--- src/rtl/msd_pkg.sv ---
// ----------------------------------------------------------------------------
// msd_pkg: shared types and constants of the motor stall detector
// Item structs for both channels, configuration and per-motor status.
// ----------------------------------------------------------------------------
package msd_pkg;

	// input item: one control tick
	typedef struct packed {
		logic [3:0] throttle_active_mask;
		logic [3:0] rpm_seen_mask;
		logic       other_disable;
	} msd_item_t;

	// result item
	typedef struct packed {
		logic       motors_blocked;
		logic       stall_detected;
		logic [3:0] unlocked_mask;
		logic       force_zero_throttle;
	} msd_result_t;

	// configuration register contents
	typedef struct packed {
		logic        stall_detect_enable;
		logic [13:0] stall_limit;
	} msd_cfg_t;

	// per-motor status toward the flag logic
	typedef struct packed {
		logic unlocked;
		logic saturated;
	} msd_cell_status_t;

	localparam int unsigned MASK_W      = 4;
	localparam int unsigned LIMIT_W     = 14;
	localparam int unsigned COUNTER_W   = 16;
	localparam int unsigned APB_ADDR_W  = 3;
	localparam int unsigned APB_DATA_W  = 32;

	// register index, taken from paddr[2]
	localparam logic REG_STALL_DETECT_ENABLE = 1'b0;
	localparam logic REG_STALL_LIMIT         = 1'b1;

	localparam logic [LIMIT_W-1:0]   STALL_LIMIT_RESET = 14'd1600;
	localparam logic                 DETECT_EN_RESET   = 1'b1;
	localparam logic [COUNTER_W-1:0] STALL_STEP        = 16'd5;

endpackage

--- src/rtl/msd_apb_regs.sv ---
// ----------------------------------------------------------------------------
// msd_apb_regs: configuration registers
// APB-style write/read of the enable bit and the stall limit.
// ----------------------------------------------------------------------------
module msd_apb_regs (
	input  logic                          clk,
	input  logic                          arst_n,
	input  logic                          psel,
	input  logic                          penable,
	input  logic                          pwrite,
	input  logic [msd_pkg::APB_ADDR_W-1:0] paddr,
	input  logic [msd_pkg::APB_DATA_W-1:0] pwdata,
	output logic [msd_pkg::APB_DATA_W-1:0] prdata,
	output logic                          pready,
	output msd_pkg::msd_cfg_t             cfg
);
	import msd_pkg::*;

	logic     wr_en;
	msd_cfg_t cfg_q;

	assign pready = 1'b1;
	assign wr_en  = psel && penable && pwrite;

	// register writes; paddr[2] selects the register, the low address bits are ignored
	always_ff @(posedge clk or negedge arst_n) begin
		if (!arst_n) begin
			cfg_q.stall_detect_enable <= DETECT_EN_RESET;
			cfg_q.stall_limit         <= STALL_LIMIT_RESET;
		end else if (wr_en) begin
			case (paddr[2])
				REG_STALL_DETECT_ENABLE: cfg_q.stall_detect_enable <= pwdata[0];
				REG_STALL_LIMIT:         cfg_q.stall_limit <= pwdata[LIMIT_W-1:0];
				default: ;
			endcase
		end
	end

	// read mux
	always_comb begin
		case (paddr[2])
			REG_STALL_DETECT_ENABLE: prdata = {{(APB_DATA_W-1){1'b0}},
				cfg_q.stall_detect_enable};
			REG_STALL_LIMIT:         prdata = {{(APB_DATA_W-LIMIT_W){1'b0}},
				cfg_q.stall_limit};
			default:                 prdata = '0;
		endcase
	end

	assign cfg = cfg_q;

endmodule

--- src/rtl/msd_motor_cell.sv ---
// ----------------------------------------------------------------------------
// msd_motor_cell: stall counter of one motor
// Holds the signed counter and computes its update for one tick.
// ----------------------------------------------------------------------------
module msd_motor_cell (
	input  logic                        clk,
	input  logic                        arst_n,
	input  logic                        update,
	input  logic                        driven,
	input  logic                        spinning,
	input  logic                        other_disable,
	input  logic [msd_pkg::LIMIT_W-1:0] stall_limit,
	output msd_pkg::msd_cell_status_t   status
);
	import msd_pkg::*;

	logic signed [COUNTER_W-1:0] count_q;
	logic signed [COUNTER_W-1:0] count_next;
	logic signed [COUNTER_W-1:0] lim_s;
	logic signed [COUNTER_W-1:0] sum;

	assign lim_s = signed'({{(COUNTER_W-LIMIT_W){1'b0}}, stall_limit});
	assign sum   = count_q + signed'(STALL_STEP);

	// counter update rules
	always_comb begin
		count_next       = count_q;
		status.unlocked  = 1'b0;
		status.saturated = 1'b0;
		if (!driven || other_disable) begin
			count_next      = -lim_s;
			status.unlocked = 1'b1;
		end else if (!spinning) begin
			if (sum >= lim_s) begin
				count_next       = lim_s;
				status.saturated = 1'b1;
			end else begin
				count_next = sum;
			end
		end else if (count_q <= 0) begin
			status.unlocked = 1'b1;
			if (count_q < 0)
				count_next = count_q + 16'sd1;
		end else begin
			count_next = count_q - 16'sd1;
		end
	end

	always_ff @(posedge clk or negedge arst_n) begin
		if (!arst_n) begin
			count_q <= '0;
		end else if (update) begin
			count_q <= count_next;
		end
	end

endmodule

--- src/rtl/motor_stall_detector.sv ---
// ----------------------------------------------------------------------------
// motor_stall_detector: stall watch over a set of motors
// Input register, per-motor counter cells, blocked flag and result register.
// ----------------------------------------------------------------------------
// Items pass the input register, then the result register. All motor counters
// update in parallel; throughput: one item per cycle unless the result stalls.
// Reset: counters 0, blocked flag clear, detection enabled, limit 1600,
// both pipeline stages empty.
module motor_stall_detector #(
	parameter int unsigned MOTOR_COUNT = 4
) (
	input  logic                           clk,
	input  logic                           arst_n,
	input  logic                           psel,
	input  logic                           penable,
	input  logic                           pwrite,
	input  logic [msd_pkg::APB_ADDR_W-1:0] paddr,
	input  logic [msd_pkg::APB_DATA_W-1:0] pwdata,
	output logic [msd_pkg::APB_DATA_W-1:0] prdata,
	output logic                           pready,
	input  logic                           item_valid,
	output logic                           item_stall,
	input  msd_pkg::msd_item_t             item,
	output logic                           result_valid,
	input  logic                           result_stall,
	output msd_pkg::msd_result_t           result
);
	import msd_pkg::*;

	localparam int unsigned EXT_W = (MOTOR_COUNT > MASK_W) ? MOTOR_COUNT : MASK_W;

	msd_cfg_t         cfg;
	msd_item_t        item_s1;
	logic             valid_s1;
	logic             advance;
	msd_result_t      result_q;
	logic             result_valid_q;
	logic             blocked_q;
	logic             blocked_next;
	logic             detected;
	logic             any_sat;
	logic             all_unlocked;
	msd_cell_status_t cell_status [MOTOR_COUNT];
	logic [MOTOR_COUNT-1:0] unlock;
	logic [MOTOR_COUNT-1:0] sat;
	logic [EXT_W-1:0]       unlock_ext;

	msd_apb_regs u_regs (
		.clk     (clk),
		.arst_n  (arst_n),
		.psel    (psel),
		.penable (penable),
		.pwrite  (pwrite),
		.paddr   (paddr),
		.pwdata  (pwdata),
		.prdata  (prdata),
		.pready  (pready),
		.cfg     (cfg)
	);

	// handshake: stage 1 moves when the result register is free or drains
	assign advance    = valid_s1 && (!result_valid_q || !result_stall);
	assign item_stall = valid_s1 && !advance;

	always_ff @(posedge clk or negedge arst_n) begin
		if (!arst_n) begin
			valid_s1 <= 1'b0;
		end else if (!item_stall) begin
			valid_s1 <= item_valid;
		end
	end

	always_ff @(posedge clk) begin
		if (item_valid && !item_stall)
			item_s1 <= item;
	end

	// motor cells; motors past the mask width never see throttle
	for (genvar i = 0; i < MOTOR_COUNT; i++) begin : g_motor
		logic drv;
		logic spin;
		if (i < MASK_W) begin : g_in
			assign drv  = item_s1.throttle_active_mask[i];
			assign spin = item_s1.rpm_seen_mask[i];
		end else begin : g_out
			assign drv  = 1'b0;
			assign spin = 1'b0;
		end
		msd_motor_cell u_cell (
			.clk           (clk),
			.arst_n        (arst_n),
			.update        (advance),
			.driven        (drv),
			.spinning      (spin),
			.other_disable (item_s1.other_disable),
			.stall_limit   (cfg.stall_limit),
			.status        (cell_status[i])
		);
		assign unlock[i] = cell_status[i].unlocked;
		assign sat[i]    = cell_status[i].saturated;
	end

	// blocked flag
	assign any_sat      = |sat;
	assign all_unlocked = &unlock;
	assign detected     = cfg.stall_detect_enable && !blocked_q && any_sat;
	assign blocked_next = (blocked_q || detected) && !all_unlocked;
	assign unlock_ext   = EXT_W'(unlock);

	always_ff @(posedge clk or negedge arst_n) begin
		if (!arst_n) begin
			blocked_q <= 1'b0;
		end else if (advance) begin
			blocked_q <= blocked_next;
		end
	end

	// result register
	always_ff @(posedge clk or negedge arst_n) begin
		if (!arst_n) begin
			result_valid_q <= 1'b0;
		end else if (advance) begin
			result_valid_q <= 1'b1;
		end else if (!result_stall) begin
			result_valid_q <= 1'b0;
		end
	end

	always_ff @(posedge clk) begin
		if (advance) begin
			result_q.motors_blocked      <= blocked_next;
			result_q.stall_detected      <= detected;
			result_q.unlocked_mask       <= unlock_ext[MASK_W-1:0];
			result_q.force_zero_throttle <= blocked_next || item_s1.other_disable;
		end
	end

	assign result_valid = result_valid_q;
	assign result       = result_q;

	// checks
	a_detect_blocks: assert property (@(posedge clk) disable iff (!arst_n)
		result_valid && result.stall_detected |-> result.motors_blocked)
		else $error("stall reported without blocked flag");

	a_blocked_forces_zero: assert property (@(posedge clk) disable iff (!arst_n)
		result_valid && result.motors_blocked |-> result.force_zero_throttle)
		else $error("blocked flag without forced zero throttle");

	a_stall_needs_item: assert property (@(posedge clk) disable iff (!arst_n)
		!valid_s1 |-> !item_stall)
		else $error("input stalled with empty stage");

	a_flag_tracks_result: assert property (@(posedge clk) disable iff (!arst_n)
		advance |=> result.motors_blocked == blocked_q)
		else $error("result flag differs from blocked state");

endmodule
--- config.mk ---
export PLATFORM = sky130hd
export DESIGN_NAME = motor_stall_detector
export DESIGN_NICKNAME = d
export VERILOG_FILES = /design/src/rtl/msd_pkg.sv /design/src/rtl/msd_apb_regs.sv /design/src/rtl/msd_motor_cell.sv /design/src/rtl/motor_stall_detector.sv
export SDC_FILE = /design/constraint.sdc
export NUM_CORES = 1
export LEC_CHECK = 0
export ABC_AREA = 1
export BUFFER_PORTS_ARGS = -buffer_cell sky130_fd_sc_hd__buf_2
export CAP_MARGIN = 40
export CORE_ASPECT_RATIO = 1.5
export CORE_MARGIN = 2
export CORE_UTILIZATION = 63
export CTS_CLUSTER_SIZE = 40
export DETAILED_ROUTE_END_ITERATION = 7
export PLACE_DENSITY = 0.8
export SLEW_MARGIN = 40
export SYNTH_ARGS = -nofsm -noshare
export SYNTH_HDL_FRONTEND = slang
export SYNTH_SLANG_ARGS = --single-unit
--- constraint.sdc ---
create_clock -name clk -period 8.9 [get_ports clk]
set_input_delay 1.335 -clock clk [delete_from_list [all_inputs] [get_ports clk]]
set_output_delay 1.335 -clock clk [all_outputs]
set_load 0.02 [all_outputs]
* Word level (Yosys, flattened, before mapping) *
Index checks and enable logic that the tools add are counted.

storage, ports and cells
  memories kept = 0
  logic and storage cells = 127
  ROM bits = 0
  bits in registers = 98
  bits in latches = 0
  memory bits (writable) = 0

cells by class
  eq/ne operators = 5
  multiply operators = 0
  bitwise operators = 1
  $lt $le $gt $ge = 12
  add/sub/neg operators = 13
  reduce and logical (&&, ||, !) cells = 33
  divide/modulo/power cells = 0
  mux-type cells = 47
  shift-type cells = 0

operators by type and width
  kind                   count
  $mux 16                20
  $add 16x2->16 const B  4
  $add 16x4->16 const B  4
  $ge 16x15->1           4
  $le 16x1->1 const B    4
  $lt 16x1->1 const B    4
  $pmux 32 s2            1
  $sub 16x2->16 const B  4
  $mux 1                 26
  $ne 4x3->1 const B     4
  $neg 14->16            1
  $reduce_and 2->1       6
  $logic_not 1->1        10
  $logic_and 1x1->1      8
  $logic_or 1x1->1       7
  $reduce_and 4->1       1
  $reduce_or 4->1        1
  $ne 2x1->1 const B     1
  $not 1->1              1

* Logic depth before layout (Yosys ltp) *
Gate-level depths: netlist of run 1.

  depth in word-level cells = 10
  gate-level depth with buffers = 25

* Modules after synthesis *
From an unflattened synthesis of run 1, not the netlist that was laid out.

unflattened totals
  cells, all modules = 2005
  area total of the unflattened synthesis = 12956.2 um2

by module, submodules not included
  module                                   cells each  times used  seq. area each (um2)  area an instance (um2)
  msd_motor_cell at g_motor[1].u_cell ...  461         2           400.4                 2850.2
  msd_motor_cell at g_motor[3].u_cell      460         1           400.4                 2850.2
  msd_motor_cell at g_motor[0].u_cell      457         1           400.4                 2813.9
  msd_apb_regs                             121         1           380.4                 917.1
  motor_stall_detector                     45          1           555.5                 674.4

* Worst setup path after synthesis of run 1 *
No wires, ideal clock.

  path type = input to output
  from = input paddr[2] (netlist name)
  to = output prdata[4] (netlist name)
  stages = 4
  setup slack = 5.515 ns
  arrival time = 2.050 ns
  data required time = 7.565 ns
  cell sequence = clkbuf_1 > clkbuf_1 > nand2_1 > inv_1

on the way
  cells in the longest elaborated chain, start to end = 2

ends and longest elaborated chain
  element              line                        RTL
  from (decl)          motor_stall_detector.sv:17  input logic [msd_pkg::APB_ADDR_W-1:0] paddr,
  $not 1->1 (no line)  --
  $pmux 32 s2 (*)      msd_apb_regs.sv:41          case (paddr[2])
  to (decl)            motor_stall_detector.sv:19  output logic [msd_pkg::APB_DATA_W-1:0] prdata,

Every way passes the cells marked *; elsewhere a longest branch is shown, timed or not. The select of a mux whose other input is x is not followed.

* Final worst setup path of run 1 *
  from = register g_motor[0].u_cell.count_q[0]
  to = register g_motor[0].u_cell.count_q[14]

on the way
  cells in the longest elaborated chain, start to end = 5

ends and longest elaborated chain
  element                                         line                                        RTL
  from (decl)                                     msd_motor_cell.sv:17                        logic signed [COUNTER_W-1:0] count_q;
  from (signal assigned)                          msd_motor_cell.sv:53                        count_q <= count_next;
  $add 16x4->16 or $add 16x2->16 (tied branches)  msd_motor_cell.sv:23, msd_motor_cell.sv:43
  $ge 16x15->1 or $mux 16 (tied branches)         msd_motor_cell.sv:34, msd_motor_cell.sv:42
  $mux 16, on equally long branches               msd_motor_cell.sv:34, msd_motor_cell.sv:40
  $mux 16                                         msd_motor_cell.sv:33                        end else if (!spinning) begin
  $mux 16                                         msd_motor_cell.sv:30                        if (!driven || other_disable) begin

Several ways; a longest one is shown, not always the timed one. The select of a mux whose other input is x is not followed.
A chain may end at the register's enable or synchronous reset.

==> flow_summary_export.csv, run 1 <==
group,metric,value,unit
floorplan,die_h,172,um
critical_path,r2r-start,"g_motor[0].u_cell.count_q[0]",
timing,setup_viol,0,
floorplan,initial_core_util,63.8,%
floorplan,die_x,116,um
clock_tree,clock_sinks,98,
synthesis,synthArstFlopShare,83.7,%
power_and_ir_drop,p_comb_share,63.1,%
global_routing,grt_max_degree,60,
drt,wl,36000,um
power_and_ir_drop,pwr-share-seq,23.8,%
timing,fin_hold_ws,0.504,ns
clock_tree,cts_max_level,3,
clock_tree,tritoncts,"yes",
hold_path,hold_end,"result_valid",
synthesis,yosysMostFrequentCell,"nand2_1",
flow_run,maxCapViolCount,0,
drt,drtIter0Drc,1153,
hold_path,hold_start,"valid_s1",
placement,dp_hpwl,27000,um
run_status,outcome,"finished clean",
drt,highest_layer,"met4",
synthesis,synth_common_cells,"398 x nand2_1, 247 x inv_1, 201 x a21oi_1",
global_routing,grtUsageTotal,36.9,%
clock_tree,clk_latency,0.38,ns
finish,layout-drive-gt1-share,8.97,%
synthesis,seq_area_frac_synth,21.5,%
timing,maxSlewViolCount,0,
timing,rsz0062_at_grt,"no",
clock_tree,cts_resized,0,
placement,dpl_worst_slack,5.29,ns
drt,dr_wl_met3,2930,um
power_and_ir_drop,power_frac_clock,13.1,%
floorplan,rows,61,
clock_tree,ctsHoldBuffers,0,
placement,dp_cells,2053,
hold_path,whs_path_depth,2,
power_and_ir_drop,p_leak,0.00660,uW
floorplan,ios,93,
timing,timing.max_slew.rel_slack,37.4,%
synthesis,avgSynthCellArea,6.59,um2
drt,wl_per_cell,17.4,um
critical_path,start_kind,"flop",
finish,insertedDiodeCount,0,
critical_path,crit_type,"flop to flop",
drt,dr.pass1.iters,6,
finish,stdcell_area,12400,um2
synthesis,yosys.area.top_type,"dfrtp_1",
drt,via_per_inst,5.88,
power_and_ir_drop,cellInternalPower,1550,uW
global_routing,antenna_found_initial,0,
clock_tree,cts.clk_slew.worst_paths,0.08,ns
drt,drcViolationCount,0,
synthesis,ys_ff_latch,98,
critical_path,worstRegToRegCells,23,
clock_tree,cts_root_buf,"clkbuf_16",
power_and_ir_drop,p_sw,1800,uW
finish,instances_no_fill,2069,
synthesis,ys_top_cells_by_area,"dfrtp_1 17%, ha_1 13%, nand2_1 13%",
timing,setup_ws,5.23,ns
critical_path,rr_endpoint,"g_motor[0].u_cell.count_q[14]",
timing,fin_crit,3.67,ns
critical_path,cp.required,9.17,ns
drt,via_count,12200,
drt,wl_met1,14100,um
timing,fin_setup_tns,0,ns
hold_path,hold_class,"flop to flop",
timing,layout_worst_path_cycle_share,41.2,%
critical_path,arrival,3.94,ns
critical_path,r2r_slack,5.23,ns
placement,portBuffers,53,
clock_tree,cts_max_path_buffers,2,
finish,fin_nets,1988,
power_and_ir_drop,power_switching_share,53.8,%
synthesis,synth-edff-count,16,
floorplan,core_area,18500,um2
clock_tree,post_cts_buffers,0,
synthesis,synth_warnings,0,
global_routing,grt_pass1_vias,11400,
synthesis,synth_top_area_share,16.6,%
synthesis,syn_area,11800,um2
floorplan,dieArea,19800,um2
placement,place_congestion,0.945,
timing,finClkSkew,0.00928,ns
timing,worstMarginPinSlew,0.935,ns
timing,hold_viol,0,
synthesis,synthCells,1789,
power_and_ir_drop,peakVddDrop,0.000115,V
placement,placed_area,12100,um2
clock_tree,cts_buffers,9,
synthesis,synth_cell_types,63,
synthesis,synth-main-ff-cell,"dfrtp_1",
global_routing,grt_overflow,0,
global_routing,grt_pass1_wl,57400,um
critical_path,critical_path.max_fanout,16,
finish,area_delta_synth_final,5.42,%
timing,fmax,273,MHz
drt,ant_nets,0,
power_and_ir_drop,powerDensity,270,nW/um2
critical_path,cp-end-kind,"flop",
drt,route.met2.wl,16800,um
state kept, by name, indices dropped and copies added, names as in the netlist:
| register | flops |
|---|---|
| blocked_q | 1 |
| g_motor.u_cell.count_q | 64 |
| u_regs.cfg | 15 |
| item_s1 | 1 |
| g_motor.spin | 4 |
| result | 7 |
| valid_s1 | 1 |
| g_motor.drv | 4 |
| result_valid | 1 |
per-layer routing:
layer	track usage [%]	vias to the layer above
li1	-	5965
met1	45.2	5527
met2	61.6	559
met3	6.41	120
met4	19.6	0
met5	0	-
worst max-delay path by stage:
stage,from,end,slack [ns],cells after the start
after global routing,g_motor[0].u_cell.count_q[0],g_motor[0].u_cell.count_q[15],4.93,21
after CTS,g_motor[2].u_cell.count_q[0],g_motor[2].u_cell.count_q[10],5.29,20
final,g_motor[0].u_cell.count_q[0],g_motor[0].u_cell.count_q[14],5.23,23
after detailed placement,g_motor[2].u_cell.count_q[0],g_motor[2].u_cell.count_q[10],5.29,20
after floorplan,paddr[2],prdata[4],5.51,4
after global placement,g_motor[2].u_cell.count_q[0],g_motor[2].u_cell.count_q[15],5.02,21
cell families (layout without fill, tap and decap cells):
group	after synthesis	count (layout)	share of synthesized area [%]
AND/OR/NAND/NOR	752	752	28.5
buffers and inverters	328	339	11.8
AO/OA/AOI/OAI	424	424	20.0
adder cells (fa/ha/maj)	125	125	13.5
other	2	19	0.0637
XOR/XNOR	60	60	4.59
flip-flops	98	98	21.5
power by group through the flow:
stage	clock, uW	sequential [uW]	combinational (uW)
final	438	799	2110
after global routing	451	814	2400
after CTS	435	787	2080
after detailed placement	0	797	2060
after global placement	0	790	1990
after floorplan	0	722	1640
metrics by stage:
step	utilization (%)	power (uW)
global placement	65.4	2780
finish	67.3	3350
global route	67.3	3670
CTS	67.2	3300
detailed placement	65.5	2860
floorplan	-	2360
worst max-delay path, stage by stage (launching register included):
cell	delay (ns)
dfrtp_1	0.46
inv_1	0.12
ha_1	0.23
nand4_1	0.09
nor4_1	0.06
nand2_1	0.09
inv_1	0.08
nor2_2	0.60
inv_1	0.13
fa_1	0.40
inv_1	0.10
nand3_1	0.10
nand2_1	0.14
nand4_1	0.10
nand3_1	0.16
nand2_1	0.07
nand2_1	0.06
nand2_1	0.04
nand2_1	0.07
a21oi_1	0.06
o21ai_0	0.12
nand3_1	0.10
nand3_1	0.10
nand2_1	0.05
final cells by class:
class                   instances  area (um2)
multi-input cells            1380        7950
inverters                     263         990
fillers                      1724        6040
clock buffers                  10         239
well taps                     252         315
repair buffers                 60         324
clock inverters                 6        70.1
flip-flops and latches         98        2540
cells in the final DEF, fill, tap and decap left out, types with 7 or more instances in the layout:
cell,count
o211ai_1,9
nand4_1,27
o21ai_0,129
xnor2_1,9
nor3_1,16
nor2_1,127
clkbuf_16,9
o21ai_1,23
inv_1,246
nor4_1,9
a21o_1,12
dfrtp_1,78
edfxtp_1,16
buf_2,52
o21bai_1,7
nand2_2,14
xor2_1,46
nand2_1,397
inv_2,10
nand3_1,112
conb_1,19
o211ai_2,9
nor2_2,11
buf_4,7
a21oi_1,201
ha_1,121
No activity file was read; power rests on OpenSTA's default activity.
==> inputs of run 2 (changes only) <==
--- a/config.mk
+++ b/config.mk
@@ -10,10 +10,10 @@
 export CAP_MARGIN = 40
 export CORE_ASPECT_RATIO = 1.5
 export CORE_MARGIN = 2
-export CORE_UTILIZATION = 63
+export CORE_UTILIZATION = 57
 export CTS_CLUSTER_SIZE = 40
 export DETAILED_ROUTE_END_ITERATION = 7
-export PLACE_DENSITY = 0.8
+export PLACE_DENSITY = 0.76
 export SLEW_MARGIN = 40
 export SYNTH_ARGS = -nofsm -noshare
 export SYNTH_HDL_FRONTEND = slang
==> constraint.sdc (replaced) <==
create_clock -name clk -period 3.1 [get_ports clk]
set_input_delay 0.465 -clock clk [delete_from_list [all_inputs] [get_ports clk]]
set_output_delay 0.465 -clock clk [all_outputs]
set_load 0.02 [all_outputs]
==> flow_summary_export.csv, run 2 (synthesized netlist as in run 1, its figures left out) <==
group,metric,value,unit
floorplan,core_area,20300,um2
power_and_ir_drop,peakVddDrop,0.000496,V
finish,insertedDiodeCount,0,
finish,fin_util,80.1,%
clock_tree,cts_max_level,3,
critical_path,cp-end-kind,"flop",
power_and_ir_drop,p_leak,0.00808,uW
clock_tree,cts.clk_slew.worst_paths,0.08,ns
placement,place_congestion,0.978,
floorplan,die_h,180,um
drt,wl_per_cell,19.7,um
drt,via_per_inst,6.05,
hold_path,hold_class,"primary input to asynchronous set/reset pin",
timing,setup_viol,22,
clock_tree,cts_max_path_buffers,2,
timing,finClkSkew,0.0123,ns
global_routing,grtUsageTotal,35.7,%
clock_tree,tritoncts,"yes",
placement,placed_area,13700,um2
finish,largest_register_ffs,64,
global_routing,grt_overflow,0,
clock_tree,clk_latency,0.37,ns
timing,worstMarginPinSlew,0.924,ns
drt,drtIter0Drc,1506,
global_routing,grt_pass1_wl,61600,um
clock_tree,ctsHoldBuffers,0,
placement,dp_hpwl,30500,um
drt,wl,46200,um
global_routing,grt_max_degree,83,
drt,drcViolationCount,15,
timing,hold_viol,0,
floorplan,initial_core_util,57.9,%
critical_path,crit_type,"flop to flop",
run_status,failed_checks,"design-rule violations, negative setup slack",
clock_tree,cts_buffers,9,
floorplan,die_x,121,um
finish,regMostFlops,"g_motor.u_cell.count_q",
timing,fin_crit,3.27,ns
timing,setup_ws,-0.168,ns
global_routing,grt_pass1_vias,12400,
timing,maxSlewViolCount,0,
clock_tree,cts_root_buf,"clkbuf_16",
run_status,outcome,"finished with violations",
finish,layout_common_cells,"359 x nand2_1, 241 x buf_4, 217 x inv_1, 150 x a21oi_1, 108 x nor2_1",
finish,fill_cells,1405,
timing,timing.max_slew.rel_slack,38.2,%
power_and_ir_drop,powerDensity,829,nW/um2
finish,layout_commonest_cell,"nand2_1",
clock_tree,clock_sinks,98,
critical_path,critical_path.max_fanout,7,
finish,stdcell_area,16300,um2
placement,portBuffers,53,
timing,rsz0062_at_grt,"yes",
critical_path,cp.required,3.36,ns
timing,layout_worst_path_cycle_share,105,%
floorplan,dieArea,21900,um2
timing,fmax,306,MHz
global_routing,antenna_found_initial,0,
floorplan,ios,93,
finish,fin_nets,2250,
flow_run,maxCapViolCount,0,
floorplan,rows,64,
finish,area_delta_synth_final,38.2,%
critical_path,arrival,3.53,ns
drt,via_count,14200,
drt,ant_nets,0,
critical_path,r2r_slack,-0.17,ns
critical_path,start_kind,"flop",
drt,dr.pass1.iters,8,
finish,layout-drive-gt1-share,33.8,%
## run 2: changes by cell type in the layout (fill, tap and decap cells not counted), moves of 29 or more
cell     previous run  this run
o21ai_1            23        55
ha_1              121        69
a21oi_2             0        43
nand2_2            14        44
buf_4               7       241
a21oi_1           201       150
o21ai_0           129        76
inv_1             246       217
ha_4                0        50
nand2_1           397       359
## run 2: worst max-delay path, cell delays in order (launching register included)
cell and delay, ns:
dfrtp_2 0.47, buf_6 0.15, a21oi_2 0.16, nor2_2 0.07
nand4_1 0.11, inv_2 0.08, a21o_2 0.20, nand2_2 0.08
inv_1 0.06, ha_1 0.32, inv_1 0.13, nor3_2 0.07
a211oi_2 0.26, nand2_1 0.11, nand2_2 0.12, nand2_8 0.10
buf_6 0.16, nand2_8 0.08, nand2_2 0.07, o211ai_2 0.07
nand3_1 0.10, nand2_1 0.11, nand2_1 0.07
## run 2: path summary, 6_finish.rpt
path | start | end | depth (start not counted)
setup / recovery | g_motor[1].u_cell.count_q[0] | g_motor[1].u_cell.count_q[3] | 22
max in group asynchronous | arst_n | g_motor[0].u_cell.count_q[6] | 2
setup reg to reg | g_motor[1].u_cell.count_q[0] | g_motor[1].u_cell.count_q[3] | 22
min in group clk | item[2] | g_motor[1].spin | 1
hold reg to reg | valid_s1 | result_valid | 2
hold / removal | arst_n | g_motor[2].u_cell.count_q[13] | 2
## run 2: where the power goes
group / switching [uW] / internal, uW
Combinational: 5870 / 4300
Sequential: 422 / 1670
Clock: 596 / 643
## run 2: stage by stage
stage                     std cells  TNS (ns)  hold slack, ns  setup slack, ns  power (uW)
after floorplan                1806         0           0.169           0.0194        6780
after global placement         2273     -1.07           0.472           -0.207        9290
after detailed placement       2273     -2.44           0.490           -0.238        9510
after CTS                      2296    -0.114           0.151          -0.0363       11000
after global routing           2343     -8.88           0.176           -0.305       14400
final                          2343     -1.88           0.126           -0.168       13500
## run 2: final cells by class
type                    count  area (um2)  share of cell area [%]
repair buffers            318        2430                    14.9
clock buffers               9         225                    1.38
well taps                 264         330                    2.03
clock inverters             7        87.6                   0.538
flip-flops and latches     98        2550                    15.7
multi-input cells        1384        9670                    59.4
inverters                 263        1000                    6.14
## run 2: per-layer routing
metal / GRT usage, % / wire, um / up-vias
met5: 0 / 0 / -
met4: 25.0 / 4120 / 0
met3: 4.62 / 4190 / 289
met2: 59.3 / 21700 / 866
met1: 42.2 / 16200 / 6531
li1: - / - / 6489
## run 2: timing repair
action,in CTS,in global routing
cloned,1,5
setup endpoints to repair,53,68
pin swaps,6,123
gates resized for setup,45,374
setup buffers,6,42
